<file path="config.mk">
export PLATFORM = sky130hd
export DESIGN_NAME = serial_load_bank_mapper_flat
export DESIGN_NICKNAME = d
export VERILOG_FILES = /design/src/design/slbm_pkg.sv /design/src/design/slbm_req_if.sv /design/src/design/slbm_rsp_if.sv /design/src/design/serial_load_bank_mapper.sv /design/src/design/slbm_ctrl.sv /design/src/design/slbm_xlate.sv /design/src/flat_wrapper.sv
export SDC_FILE = /design/constraint.sdc
export NUM_CORES = 1
export LEC_CHECK = 0
export BUFFER_PORTS_ARGS = -buffer_cell sky130_fd_sc_hd__clkbuf_2
export CORE_MARGIN = 1
export CORE_UTILIZATION = 51
export DETAILED_ROUTE_END_ITERATION = 6
export PLACE_DENSITY = 0.74
export REMOVE_ABC_BUFFERS = 1
export SETUP_SLACK_MARGIN = 0.15
export SKIP_CTS_REPAIR_TIMING = 1
export SLEW_MARGIN = 10
export SYNTH_ARGS = -nofsm -noshare
export SYNTH_HDL_FRONTEND = slang
export SYNTH_SLANG_ARGS = --single-unit
</file>
<file path="constraint.sdc">
create_clock -name clock -period 4.89 [get_ports clock]
set_clock_uncertainty 0.05 [all_clocks]
set_input_delay 0.489 -clock clock [delete_from_list [all_inputs] [get_ports clock]]
set_output_delay 0.489 -clock clock [all_outputs]
set_load 0.01 [all_outputs]
</file>
<file path="src/design/slbm_pkg.sv">
`timescale 1ns / 1ps

package slbm_pkg;

   // Field widths of the bus access and of the translated result.
   localparam int OpWidth     = 2;
   localparam int AddrWidth   = 16;
   localparam int DataWidth   = 8;
   localparam int MappedWidth = 18;
   localparam int TargetWidth = 2;
   localparam int MirrorWidth = 2;

   // Configuration port.
   localparam int CsrIndexWidth = 1;
   localparam int CsrDataWidth  = 5;

   // Bank register widths.
   localparam int ShiftWidth   = 5;
   localparam int CountWidth   = 3;
   localparam int PrgModeWidth = 2;
   localparam int ChrBankWidth = 5;
   localparam int PrgBankWidth = 4;

   // Serial load completes on the fifth write; count value before it.
   localparam logic [CountWidth-1:0] LastSerialCount = 3'd4;

   // Largest supported program bank count.
   localparam logic [CsrDataWidth-1:0] MaxPrgBanks = 5'd16;

   typedef enum logic [OpWidth-1:0] {
      OP_PRG_WRITE = 2'd0,
      OP_PRG_READ  = 2'd1,
      OP_CHR_READ  = 2'd2,
      OP_CHR_WRITE = 2'd3
   } op_type;

   typedef enum logic [TargetWidth-1:0] {
      TGT_NONE    = 2'd0,
      TGT_PRG_ROM = 2'd1,
      TGT_CHR_ROM = 2'd2,
      TGT_CHR_RAM = 2'd3
   } target_type;

   typedef enum logic [1:0] {
      SEL_CONTROL  = 2'd0,
      SEL_CHR_LOW  = 2'd1,
      SEL_CHR_HIGH = 2'd2,
      SEL_PRG_BANK = 2'd3
   } reg_sel_type;

   typedef enum logic [PrgModeWidth-1:0] {
      PRG_MODE_32K_A     = 2'd0,
      PRG_MODE_32K_B     = 2'd1,
      PRG_MODE_FIX_FIRST = 2'd2,
      PRG_MODE_FIX_LAST  = 2'd3
   } prg_mode_type;

   typedef enum logic [CsrIndexWidth-1:0] {
      CSR_CHR_RAM_PRESENT = 1'd0,
      CSR_PRG_BANK_COUNT  = 1'd1
   } csr_index_type;

   // Mapper state as seen by the translation logic.
   typedef struct packed {
      logic [ShiftWidth-1:0]   serial_shift;
      logic [CountWidth-1:0]   serial_count;
      logic                    chr_bank_mode;
      prg_mode_type            prg_bank_mode;
      logic [ChrBankWidth-1:0] chr_bank_low;
      logic [ChrBankWidth-1:0] chr_bank_high;
      logic [PrgBankWidth-1:0] prg_bank;
      logic [MirrorWidth-1:0]  mirror_mode;
      logic                    chr_ram_present;
      logic [CsrDataWidth-1:0] prg_bank_count;
   } bank_state_type;

   // Translated access, everything but the mirroring.
   typedef struct packed {
      logic [MappedWidth-1:0] mapped_address;
      target_type             target;
      logic                   ram_write;
      logic [DataWidth-1:0]   write_data;
   } xlate_result_type;

endpackage

</file>
<file path="src/design/slbm_req_if.sv">
`timescale 1ns / 1ps

interface slbm_req_if;
   logic        valid;
   logic        ready;
   logic [1:0]  operation;
   logic [15:0] address;
   logic [7:0]  data;

   modport source (output valid, output operation, output address, output data, input ready);
   modport sink (input valid, input operation, input address, input data, output ready);
endinterface

</file>
<file path="src/design/slbm_rsp_if.sv">
`timescale 1ns / 1ps

interface slbm_rsp_if;
   logic        valid;
   logic        ready;
   logic [17:0] mapped_address;
   logic [1:0]  target;
   logic        ram_write;
   logic [7:0]  write_data;
   logic [1:0]  mirroring;

   modport source (output valid, output mapped_address, output target, output ram_write,
                   output write_data, output mirroring, input ready);
   modport sink (input valid, input mapped_address, input target, input ram_write,
                 input write_data, input mirroring, output ready);
endinterface

</file>
<file path="src/design/serial_load_bank_mapper.sv">
`timescale 1ns / 1ps

// Channel   Direction  Carries
// req_bus   in         operation, address, data (one bus access per item)
// rsp_bus   out        mapped_address, target, ram_write, write_data, mirroring
// csr_*     in         write enable, register index, write data
//
// One item per cycle sustained while rsp_bus is ready. An item passes from the input
// register into the result register, where its result shows.
// The bank registers update as an item leaves the input register, so the next
// item sees them at once. Reset is synchronous and clears both stages.
// A stalled result holds the result register; the input register still takes
// one more item behind it.

module serial_load_bank_mapper
   import slbm_pkg::*;
(
   input  logic                    clock,
   input  logic                    reset,
   slbm_req_if.sink                req_bus,
   slbm_rsp_if.source              rsp_bus,
   input  logic                    csr_write_enable,
   input  logic [CsrIndexWidth-1:0] csr_index,
   input  logic [CsrDataWidth-1:0] csr_write_data
);

   logic                   in_valid_ff;
   op_type                 in_op_ff;
   logic [AddrWidth-1:0]   in_addr_ff;
   logic [DataWidth-1:0]   in_data_ff;

   logic                   out_valid_ff;
   xlate_result_type       out_result_ff;
   logic [MirrorWidth-1:0] out_mirror_ff;

   logic                   advance;
   bank_state_type         state;
   logic [MirrorWidth-1:0] mirror_next;
   xlate_result_type       result;

   // The input register moves on when the result register is free or draining.
   assign advance       = in_valid_ff && (!out_valid_ff || rsp_bus.ready);
   assign req_bus.ready = !in_valid_ff || advance;

   // Input register.
   always_ff @(posedge clock) begin
      if (reset) begin
         in_valid_ff <= 1'b0;
      end else if (req_bus.ready) begin
         in_valid_ff <= req_bus.valid;
      end
   end

   always_ff @(posedge clock) begin
      if (req_bus.valid && req_bus.ready) begin
         in_op_ff   <= op_type'(req_bus.operation);
         in_addr_ff <= req_bus.address;
         in_data_ff <= req_bus.data;
      end
   end

   slbm_ctrl u_ctrl (
      .clock            (clock),
      .reset            (reset),
      .step             (advance),
      .op               (in_op_ff),
      .address          (in_addr_ff),
      .data             (in_data_ff),
      .csr_write_enable (csr_write_enable),
      .csr_index        (csr_index_type'(csr_index)),
      .csr_write_data   (csr_write_data),
      .state            (state),
      .mirror_next      (mirror_next)
   );

   slbm_xlate u_xlate (
      .op      (in_op_ff),
      .address (in_addr_ff),
      .data    (in_data_ff),
      .state   (state),
      .result  (result)
   );

   // Result register.
   always_ff @(posedge clock) begin
      if (reset) begin
         out_valid_ff <= 1'b0;
      end else if (advance) begin
         out_valid_ff <= 1'b1;
      end else if (rsp_bus.ready) begin
         out_valid_ff <= 1'b0;
      end
   end

   always_ff @(posedge clock) begin
      if (advance) begin
         out_result_ff <= result;
         out_mirror_ff <= mirror_next;
      end
   end

   assign rsp_bus.valid          = out_valid_ff;
   assign rsp_bus.mapped_address = out_result_ff.mapped_address;
   assign rsp_bus.target         = out_result_ff.target;
   assign rsp_bus.ram_write      = out_result_ff.ram_write;
   assign rsp_bus.write_data     = out_result_ff.write_data;
   assign rsp_bus.mirroring      = out_mirror_ff;

   // The serial count never passes the fifth bit.
   assert property (@(posedge clock) disable iff (reset)
      state.serial_count <= LastSerialCount)
      else $error("serial count out of range");

   // A waiting item with a free result register shows up next cycle.
   assert property (@(posedge clock) disable iff (reset)
      in_valid_ff && !out_valid_ff |=> out_valid_ff)
      else $error("item not moved to result register");

   // A character RAM write is only reported against character RAM.
   assert property (@(posedge clock) disable iff (reset)
      out_valid_ff && out_result_ff.ram_write |-> out_result_ff.target == TGT_CHR_RAM)
      else $error("RAM write without RAM target");

   // A serial restart write leaves fixed-last program banking behind it.
   assert property (@(posedge clock) disable iff (reset)
      advance && in_op_ff == OP_PRG_WRITE && in_addr_ff[AddrWidth-1]
         && in_data_ff[DataWidth-1]
      |=> state.prg_bank_mode == PRG_MODE_FIX_LAST && state.serial_count == '0)
      else $error("serial restart did not take effect");

endmodule

</file>
<file path="src/design/slbm_ctrl.sv">
`timescale 1ns / 1ps

module slbm_ctrl
   import slbm_pkg::*;
(
   input  logic                     clock,
   input  logic                     reset,
   input  logic                     step,
   input  op_type                   op,
   input  logic [AddrWidth-1:0]     address,
   input  logic [DataWidth-1:0]     data,
   input  logic                     csr_write_enable,
   input  csr_index_type            csr_index,
   input  logic [CsrDataWidth-1:0]  csr_write_data,
   output bank_state_type           state,
   output logic [MirrorWidth-1:0]   mirror_next
);

   bank_state_type state_ff, state_in;
   logic [ShiftWidth-1:0] shift_value;
   reg_sel_type           reg_sel;

   assign shift_value = {data[0], state_ff.serial_shift[ShiftWidth-1:1]};
   assign reg_sel     = reg_sel_type'(address[14:13]);

   // Serial loader and configuration registers.
   always_comb begin
      state_in = state_ff;
      if (csr_write_enable) begin
         case (csr_index)
            CSR_CHR_RAM_PRESENT: state_in.chr_ram_present = csr_write_data[0];
            CSR_PRG_BANK_COUNT:  state_in.prg_bank_count  = csr_write_data;
            default: ;
         endcase
      end
      if (step && op == OP_PRG_WRITE && address[AddrWidth-1]) begin
         if (data[DataWidth-1]) begin
            // A write with the top data bit set restarts the serial load.
            state_in.serial_shift  = '0;
            state_in.serial_count  = '0;
            state_in.prg_bank_mode = PRG_MODE_FIX_LAST;
         end else if (state_ff.serial_count == LastSerialCount) begin
            // Fifth bit: the address picks the register that takes the value.
            state_in.serial_shift = '0;
            state_in.serial_count = '0;
            case (reg_sel)
               SEL_CONTROL: begin
                  state_in.mirror_mode   = shift_value[1:0];
                  state_in.prg_bank_mode = prg_mode_type'(shift_value[3:2]);
                  state_in.chr_bank_mode = shift_value[4];
               end
               SEL_CHR_LOW:  state_in.chr_bank_low  = shift_value;
               SEL_CHR_HIGH: state_in.chr_bank_high = shift_value;
               SEL_PRG_BANK: state_in.prg_bank      = shift_value[PrgBankWidth-1:0];
               default: ;
            endcase
         end else begin
            state_in.serial_shift = shift_value;
            state_in.serial_count = state_ff.serial_count + 3'd1;
         end
      end
   end

   always_ff @(posedge clock) begin
      if (reset) begin
         state_ff.serial_shift    <= '0;
         state_ff.serial_count    <= '0;
         state_ff.chr_bank_mode   <= 1'b0;
         state_ff.prg_bank_mode   <= PRG_MODE_FIX_LAST;
         state_ff.chr_bank_low    <= '0;
         state_ff.chr_bank_high   <= '0;
         state_ff.prg_bank        <= '0;
         state_ff.mirror_mode     <= '0;
         state_ff.chr_ram_present <= 1'b0;
         state_ff.prg_bank_count  <= MaxPrgBanks;
      end else begin
         state_ff <= state_in;
      end
   end

   assign state = state_ff;

   // Mirroring as it stands once this item has taken effect.
   assign mirror_next = state_in.mirror_mode;

endmodule

</file>
<file path="src/design/slbm_xlate.sv">
`timescale 1ns / 1ps

module slbm_xlate
   import slbm_pkg::*;
(
   input  op_type                 op,
   input  logic [AddrWidth-1:0]   address,
   input  logic [DataWidth-1:0]   data,
   input  bank_state_type         state,
   output xlate_result_type       result
);

   logic [PrgBankWidth-1:0] last_bank;
   logic [PrgBankWidth-1:0] prg_sel;
   logic [ChrBankWidth-1:0] chr_sel;
   logic [12:0]             chr_addr;

   assign chr_addr = address[12:0];

   // Last program bank, with the count clamped to one through sixteen.
   always_comb begin
      if (state.prg_bank_count == '0) begin
         last_bank = '0;
      end else if (state.prg_bank_count >= MaxPrgBanks) begin
         last_bank = '1;
      end else begin
         last_bank = state.prg_bank_count[PrgBankWidth-1:0] - 4'd1;
      end
   end

   // Program bank for the lower or upper 16K window.
   always_comb begin
      if (!address[14]) begin
         case (state.prg_bank_mode)
            PRG_MODE_32K_A, PRG_MODE_32K_B: prg_sel = {state.prg_bank[3:1], 1'b0};
            PRG_MODE_FIX_FIRST:             prg_sel = '0;
            default:                        prg_sel = state.prg_bank;
         endcase
      end else begin
         case (state.prg_bank_mode)
            PRG_MODE_32K_A, PRG_MODE_32K_B: prg_sel = {state.prg_bank[3:1], 1'b1};
            PRG_MODE_FIX_FIRST:             prg_sel = state.prg_bank;
            default:                        prg_sel = last_bank;
         endcase
      end
   end

   // Character bank for the lower or upper 4K window.
   always_comb begin
      if (!chr_addr[12]) begin
         chr_sel = state.chr_bank_mode ? state.chr_bank_low
                                       : {state.chr_bank_low[4:1], 1'b0};
      end else begin
         chr_sel = state.chr_bank_mode ? state.chr_bank_high
                                       : {state.chr_bank_low[4:1], 1'b1};
      end
   end

   always_comb begin
      result = '{mapped_address: '0, target: TGT_NONE, ram_write: 1'b0, write_data: '0};
      case (op)
         OP_PRG_WRITE: ;
         OP_PRG_READ: begin
            if (address[AddrWidth-1]) begin
               result.mapped_address = {prg_sel, address[13:0]};
               result.target         = TGT_PRG_ROM;
            end
         end
         OP_CHR_READ: begin
            if (state.chr_ram_present) begin
               result.mapped_address = {5'd0, chr_addr};
               result.target         = TGT_CHR_RAM;
            end else begin
               result.mapped_address = {1'b0, chr_sel, chr_addr[11:0]};
               result.target         = TGT_CHR_ROM;
            end
         end
         OP_CHR_WRITE: begin
            if (state.chr_ram_present) begin
               result.mapped_address = {5'd0, chr_addr};
               result.target         = TGT_CHR_RAM;
               result.ram_write      = 1'b1;
               result.write_data     = data;
            end
         end
         default: ;
      endcase
   end

endmodule

</file>
<file path="src/flat_wrapper.sv">
// flat-port wrapper written by rule: the top's interface ports become plain ports
module serial_load_bank_mapper_flat import slbm_pkg::*;
  (clock, reset, csr_write_enable, csr_index, csr_write_data, req_bus_valid, req_bus_operation, req_bus_address, req_bus_data, req_bus_ready, rsp_bus_valid, rsp_bus_mapped_address, rsp_bus_target, rsp_bus_ram_write, rsp_bus_write_data, rsp_bus_mirroring, rsp_bus_ready);
  slbm_req_if req_bus_i ();
  slbm_rsp_if rsp_bus_i ();
  input  logic clock;
  input  logic reset;
  input  logic csr_write_enable;
  input  logic [CsrIndexWidth-1:0] csr_index;
  input  logic [CsrDataWidth-1:0] csr_write_data;
  input wire logic [$bits(req_bus_i.valid)-1:0] req_bus_valid;
  input wire logic [$bits(req_bus_i.operation)-1:0] req_bus_operation;
  input wire logic [$bits(req_bus_i.address)-1:0] req_bus_address;
  input wire logic [$bits(req_bus_i.data)-1:0] req_bus_data;
  output wire logic [$bits(req_bus_i.ready)-1:0] req_bus_ready;
  output wire logic [$bits(rsp_bus_i.valid)-1:0] rsp_bus_valid;
  output wire logic [$bits(rsp_bus_i.mapped_address)-1:0] rsp_bus_mapped_address;
  output wire logic [$bits(rsp_bus_i.target)-1:0] rsp_bus_target;
  output wire logic [$bits(rsp_bus_i.ram_write)-1:0] rsp_bus_ram_write;
  output wire logic [$bits(rsp_bus_i.write_data)-1:0] rsp_bus_write_data;
  output wire logic [$bits(rsp_bus_i.mirroring)-1:0] rsp_bus_mirroring;
  input wire logic [$bits(rsp_bus_i.ready)-1:0] rsp_bus_ready;
  assign req_bus_i.valid = req_bus_valid;
  assign req_bus_i.operation = req_bus_operation;
  assign req_bus_i.address = req_bus_address;
  assign req_bus_i.data = req_bus_data;
  assign req_bus_ready = req_bus_i.ready;
  assign rsp_bus_valid = rsp_bus_i.valid;
  assign rsp_bus_mapped_address = rsp_bus_i.mapped_address;
  assign rsp_bus_target = rsp_bus_i.target;
  assign rsp_bus_ram_write = rsp_bus_i.ram_write;
  assign rsp_bus_write_data = rsp_bus_i.write_data;
  assign rsp_bus_mirroring = rsp_bus_i.mirroring;
  assign rsp_bus_i.ready = rsp_bus_ready;
  serial_load_bank_mapper u_core (.clock(clock), .reset(reset), .req_bus(req_bus_i), .rsp_bus(rsp_bus_i), .csr_write_enable(csr_write_enable), .csr_index(csr_index), .csr_write_data(csr_write_data));
endmodule
</file>
After elaboration in Yosys (flattened, before gate mapping)

Index checks and enable logic that the tools add are counted.

Flip-flop bits (word level): 92
Input bits: 37
Word-level logic and storage cells: 83

Add/subtract/negate cells: 2
Magnitude comparators: 1
Equal/unequal tests: 9
Multiplexer cells: 25
Bitwise operators: 2
Reductions and logical operators: 24

Operator list:

| kind                | count |
|---|---|
| $pmux 20 s3         | 1 |
| $mux 24             | 1 |
| $mux 20             | 1 |
| $mux 5              | 4 |
| $mux 19             | 1 |
| $mux 18             | 1 |
| $mux 4              | 4 |
| $mux 8              | 2 |
| $pmux 4 s2          | 2 |
| $reduce_and 4->1    | 4 |
| $eq 2x2->1 const B  | 5 |
| $mux 2              | 5 |
| $eq 2x1->1 const B  | 3 |
| $logic_not 2->1     | 3 |
| $reduce_and 2->1    | 3 |
| $reduce_bool 2->1   | 3 |
| $ge 5x5->1 const B  | 1 |
| $logic_not 5->1     | 1 |
| $logic_and 1x1->1   | 4 |
| $sub 4x1->4 const B | 1 |
| $add 3x1->3 const B | 1 |
| $eq 3x3->1 const B  | 1 |
| $mux 1              | 3 |
| $reduce_and 3->1    | 1 |
| other kinds (4)     | 7 |

Longest topological paths before layout

Gate-level depths: netlist (run 1).

Depth after elaboration: 7
Gate-level depth with buffers: 7
Depth with buffers taken out: 6

By module

From an unflattened synthesis (run 1), not the netlist that was laid out.

Cell total of the unflattened synthesis: 277
Area total of the unflattened synthesis: 3673.5 µm²

By module, submodules not included:

| module                  | times used | cells an instance | area an instance (µm²) |
|---|---|---|---|
| serial_load_bank_mapper | 1          | 67                | 1815.5 |
| slbm_ctrl               | 1          | 137               | 1372.6 |
| slbm_xlate              | 1          | 73                | 485.5 |

Least setup slack after synthesis (run 1)

Ideal clock, no wire load.

Path kind: input-to-reg
Start point: input port rsp_bus_ready
End point: register u_core.out_result_ff (netlist bit u_core.rsp_bus.mapped_address[0]), enable pin
Setup time: 0.423 ns
Arrival: 1.975 ns
Setup slack: 2.442 ns
Stages on the path: 2
Buffers on the path: 0
Cells stage by stage: nor2b_1 nor2b_1

Longest elaborated chain between the ends: 2

RTL lines:

| what                     | line                          | RTL |
|---|---|---|
| start: declaration       | flat_wrapper.sv:22            | `input wire logic [$bits(rsp_bus_i.ready)-1:0] rsp_bus_ready;` |
| $logic_or 1x1->1         | serial_load_bank_mapper.sv:42 | `assign advance = in_valid_ff && (!out_valid_ff \|\| rsp_bus.ready);` |
| $logic_and 1x1->1        | serial_load_bank_mapper.sv:42 |  |
| named net u_core.advance | serial_load_bank_mapper.sv:36 | `logic advance;` |
| end signal: assignment   | serial_load_bank_mapper.sv:97 | `out_result_ff <= result;` |
| end: declaration         | serial_load_bank_mapper.sv:33 | `xlate_result_type out_result_ff;` |

The timed path passes the listed nets, and every way through them passes these cells.
A chain may end at the register's enable or synchronous reset.

Worst setup path after layout (run 1)

Start point: register u_core.in_op_ff[1]
End point: register u_core.out_mirror_ff[1], in the netlist u_core.rsp_bus.mirroring[1] (data pin)

Longest elaborated chain between the ends: 4

RTL lines:

| what                            | line                          | RTL |
|---|---|---|
| start: declaration              | serial_load_bank_mapper.sv:28 | `op_type in_op_ff;` |
| start signal: assignment        | serial_load_bank_mapper.sv:56 | `in_op_ff <= op_type'(req_bus.operation);` |
| $logic_not 2->1                 | slbm_ctrl.sv:36               | `if (step && op == OP_PRG_WRITE && address[AddrWidth-1]) begin` |
| $logic_and 1x1->1 (2 in a row)  | slbm_ctrl.sv:36               |  |
| $mux 2                          | slbm_ctrl.sv:36               |  |
| named net u_core.mirror_next[1] | serial_load_bank_mapper.sv:38 | `logic [MirrorWidth-1:0] mirror_next;` |
| end signal: assignment          | serial_load_bank_mapper.sv:98 | `out_mirror_ff <= mirror_next;` |
| end: declaration                | serial_load_bank_mapper.sv:34 | `logic [MirrorWidth-1:0] out_mirror_ff;` |

The timed path passes the listed nets, and every way through them passes these cells.

==> impl_metrics.ini, run 1 <==
[sta]
maxSlewHeadroom = 0.263
final.setup.tns_ns = 0
whs_ns = 0.258
timing.final.crit_period_ns = 2.41
fin_ws_ns = 2.48
worst_pin_slew_ns = 1.11
hold_viol = 0
setup_viol = 0
rsz0062_at_grt = false
fin_crit_sh = 0.493
slew_violations = 0
maxClockFrequency_mhz = 415

[cells_and_area]
antennaDiodeCount = 0
final_common_cell = clkbuf_2
final_core_util = 0.626
area_delta_synth_final_pct = 16.9
final_nets = 403
layout_common_cells = 69 x clkbuf_2, 57 x edfxtp_1, 34 x dfxtp_1
drive_gt1_frac = 0.253

[flow_run]
maxCapViolations = 0

[die]
fp.dieH_um = 86.9
row_count = 30
ioPinCount = 70
start_util = 0.536
die_x_um = 86.9
core_sq_um = 6870
dieArea_sq_um = 7560

[detailed_routing]
drt-pass1-iter-count = 5
drc = 0
routedWlPerCell_um = 14.2
route.vias.total = 2374
drtIter0Drc = 110
via_per_inst = 5.13
ant_nets = 0
routed_wl_um = 6560

[setup_path]
critPathMaxStageDelay_ns = 0.62
worst_ep_arrival_time_ns = 2.47
r2r_start = u_core.in_op_ff[1]$_DFFE_PP_
required_ns = 4.95
path_cells = nor2_1 -> nand4b_1 -> or3_1 -> mux2_4
cp-start-kind = flop
cp-end-kind = flop
cp-startpoint = u_core.in_op_ff[1]$_DFFE_PP_
crit_type = flop to flop
path_max_fanout = 12
cp_slowest_cell = or3_1

[grt]
gr-total-overflow = 0
grt_max_degree = 42
grt_usage = 0.183
grt_pass1_wl_um = 10200
grt_pass1_vias = 2219
antenna_found_initial = 0

[placed_design]
preCtsSetupSlack_ns = 2.40
io_buffers = 69
gp_congestion = 0.819
hpwlAfterDp_um = 4570

[logic_synthesis]
yosys_warnings = 0
yosys_register_bits = 91
seq_area_frac_synth = 0.650
async_flop_share = 0
synth_edf_count = 57
synth_flop_cell = edfxtp_1
yosysUniqueCellTypes = 38
synth_cells = 293
synth.avg_cell_area_sq_um = 12.6
netlist_area_sq_um = 3680

[power_and_ir_drop]
power_mw = 1.45
powerDensity_nw_per_um2 = 338
vdd_drop_max_uv = 216
p_leak_nw = 1.73

[cts]
clock_path_buffers = 2
tritoncts = yes
h-tree-depth = 3
path_clk_slew_ns = 0.09
clock-sinks = 91
cts_root_buf = clkbuf_8
worstSkewPairLatency_ns = 0.35
numCtsBuffers = 9

[min_path]
hold_class = input port to flop
min_from = req_bus_address[1]

[outcome]
status = complete, no violations
registers in the layout, summed over array words and instances (netlist names):
register                       cells
u_core.in_addr_ff                 16
u_core.in_data_ff                  8
u_core.in_op_ff                    2
u_core.in_valid_ff                 1
u_core.rsp_bus.mapped_address     18
u_core.rsp_bus.mirroring           2
u_core.rsp_bus.ram_write           1
u_core.rsp_bus.target              2
u_core.rsp_bus.valid               1
u_core.rsp_bus.write_data          8
u_core.u_ctrl.state               32
cells by family (layout without fill, tap and decap cells):
family,after synthesis,after routing,synth area share
compound gates,37,37,0.0612
flops,91,91,0.650
simple gates,119,119,0.184
fa+ha+maj,4,4,0.0136
mux,25,25,0.0711
buf+inv,17,91,0.0197
routing by layer:
layer | vias to the layer above | track usage | routed length (um)
met3 | 15 | 0.0389 | 255
met2 | 67 | 0.301 | 3210
li1 | 1187 | - | -
met5 | - | 0 | 0
met4 | 0 | 0.106 | 203
met1 | 1105 | 0.222 | 2890
area by class of cell:
type	instances	area, sq um
fillers	551	2570
flip-flops and latches	91	2390
multi-input cells	185	1220
repair buffers	70	353
clock buffers	10	128
well taps	96	120
clock inverters	6	72.6
inverters	5	18.8
cell usage after synthesis (2+ instances only):
cell type,count,area (sq um)
edfxtp_1,57,1710
dfxtp_1,34,681
nand2b_1,27,169
mux2i_1,22,220
nand2_1,20,75.1
nor2b_1,17,106
nor2_1,14,52.6
a21oi_1,13,65.1
nand3_1,11,55.1
clkbuf_1,10,37.5
and2_1,9,56.3
o21ai_0,9,45.0
inv_1,5,18.8
o211ai_1,5,37.5
ha_1,4,50.1
nor3_1,4,20.0
and3_1,3,18.8
nand3b_1,3,22.5
a21boi_0,2,15.0
a22oi_1,2,15.0
a31oi_1,2,12.5
and4b_1,2,20.0
mux2_4,2,30.0
or3_1,2,12.5
stage by stage:
step,std cells,area (sq um)
2_1_floorplan,281,3630
3_3_place_gp,447,4100
3_5_place_dp,447,4100
4_1_cts,463,4300
5_1_grt,463,4300
6_report,463,4300
power by group:
| group | total, mW | switching [mW] | internal [mW] |
|---|---|---|---|
| logic | 0.0848 | 0.0483 | 0.0365 |
| registers | 0.859 | 0.0140 | 0.845 |
| clock network | 0.509 | 0.266 | 0.243 |
worst paths after layout:
path	to	slack, ns	depth (start not counted)
worst max register to register	u_core.rsp_bus.mirroring[1]$_DFFE_PP_	2.48	4
worst max-delay path	u_core.rsp_bus.mirroring[1]$_DFFE_PP_	2.48	4
worst min-delay path	u_core.in_addr_ff[1]$_DFFE_PP_	0.26	1
worst min register to register	u_core.u_ctrl.state[20]$_SDFFE_PP0P_	0.43	2
worst max-delay path: cells and delay by family, from the launching register on:
kind / cells / cell delay (ns)
flip-flops: 1 / 0.50
multiplexers: 1 / 0.34
AND/OR/NAND/NOR: 3 / 1.29
Power figures use the tool's default switching activity.
==> run 2, diff against run 1 <==
clock period = 2.3 ns   (was 4.89 ns; I/O delays follow)
==> run 2 against run 1 <==
Compared with the run above: fmax increased by 17%; register-to-register slack lost 2.2 ns; highest routed layer unchanged; largest power group unchanged; first-iteration DRC count rose by 28%; setup slack worse by 2.2 ns.
==> impl_metrics.ini, run 2 (synthesized netlist as in run 1, its figures left out) <==
[sta]
setup_viol = 0
maxClockFrequency_mhz = 485
fin_ws_ns = 0.237
worst_pin_slew_ns = 0.817
rsz0062_at_grt = false
timing.final.crit_period_ns = 2.06
final.setup.tns_ns = 0
maxSlewHeadroom = 0.453
hold_viol = 0
slew_violations = 0
fin_crit_sh = 0.897
whs_ns = 0.0112

[grt]
grt_pass1_wl_um = 10000
grt_pass1_vias = 2170
grt_usage = 0.182
gr-total-overflow = 0
antenna_found_initial = 0
grt_max_degree = 42

[setup_path]
rrSetupSlack_ns = 0.24
cp_num_cells = 6
cp_slowest_cell = or3_4
path_cells = inv_1 -> ha_4 -> nand2_2 -> or3_1 -> or3_4 -> mux2_4
critPathBufInv = 1
cp_top_family = simple AND/OR/NAND/NOR gates
cp-start-kind = flop
rr_worst_depth = 6
worst_ep_arrival_time_ns = 2.13
path_max_fanout = 5
cp-end-kind = flop
crit_type = flop to flop
critPathMaxStageDelay_ns = 0.40
required_ns = 2.37

[outcome]
status = complete, no violations

[cts]
clock-sinks = 91
tritoncts = yes
path_clk_slew_ns = 0.09
numCtsBuffers = 9
cts_root_buf = clkbuf_8
worstSkewPairLatency_ns = 0.36
clock_path_buffers = 2
h-tree-depth = 3

[detailed_routing]
drc = 0
ant_nets = 0
routedWlPerCell_um = 14.4
via_per_inst = 5.04
drt-pass1-iter-count = 4
drtIter0Drc = 141
route.vias.total = 2473
routed_wl_um = 7060

[cells_and_area]
post-route-cell-area_sq_um = 4590
final_core_util = 0.669
drive_gt1_frac = 0.248
regMostFlops = u_core.u_ctrl.state
largest_reg_flops = 32
area_delta_synth_final_pct = 24.8
antennaDiodeCount = 0
layout_common_cells = 69 x clkbuf_2, 57 x edfxtp_1, 34 x dfxtp_1
final_nets = 431
final_common_cell = clkbuf_2

[power_and_ir_drop]
vdd_drop_max_uv = 389
powerDensity_nw_per_um2 = 680
p_leak_nw = 1.86

[placed_design]
hpwlAfterDp_um = 4620
gp_congestion = 0.818
preCtsSetupSlack_ns = 0.164
io_buffers = 69
place_area_sq_um = 4120

[flow_run]
maxCapViolations = 0

[die]
start_util = 0.536
row_count = 30
die_x_um = 86.9
fp.dieH_um = 86.9
dieArea_sq_um = 7560
core_sq_um = 6870
ioPinCount = 70

[min_path]
whs_path_depth = 1
hold_class = input port to flop
run 2: cell count changes in the layout (fill, tap and decap cells not counted), sizes merged:
cell,delta
inv,-1
dlygate4sd3,+25
clkinvlp,-1
clkinv,+2
buf,+3
run 2: final timing paths:
path	from	end
min	req_bus_address[15]	u_core.in_addr_ff[15]$_DFFE_PP_
max	u_core.u_ctrl.state[25]$_SDFFE_PP0P_	u_core.rsp_bus.mirroring[1]$_DFFE_PP_
min reg2reg	u_core.u_ctrl.state[20]$_SDFFE_PP0P_	u_core.u_ctrl.state[20]$_SDFFE_PP0P_
max reg2reg	u_core.u_ctrl.state[25]$_SDFFE_PP0P_	u_core.rsp_bus.mirroring[1]$_DFFE_PP_
run 2: cell type report:
cell class	count	area [sq um]
Multi-Input combinational cell	185	1230
Inverter	5	18.8
Clock inverter	6	73.8
Clock buffer	10	128
Timing Repair Buffer	98	626
Sequential cell	91	2390
Tap cell	96	120
Fill cell	519	2280
run 2: where the power goes:
| group | switching, mW | internal [mW] | total [mW] |
|---|---|---|---|
| clock network | 0.560 | 0.516 | 1.08 |
| logic | 0.111 | 0.107 | 0.218 |
| registers | 0.0314 | 1.80 | 1.83 |
| total | 0.703 | 2.42 | 3.12 |
run 2: stage by stage:
step           std cells  power [mW]
6_report             491        3.12
5_1_grt              491        3.23
4_1_cts              466        3.11
3_5_place_dp         450        2.05
3_3_place_gp         450        2.04
2_1_floorplan        281        1.95
run 2: layer usage:
layer | wire length, um | up-vias | global-route usage
li1 | - | 1239 | -
met1 | 2890 | 1150 | 0.216
met2 | 3720 | 76 | 0.309
met3 | 351 | 8 | 0.0597
met4 | 103 | 0 | 0.0667
met5 | 0 | - | 0
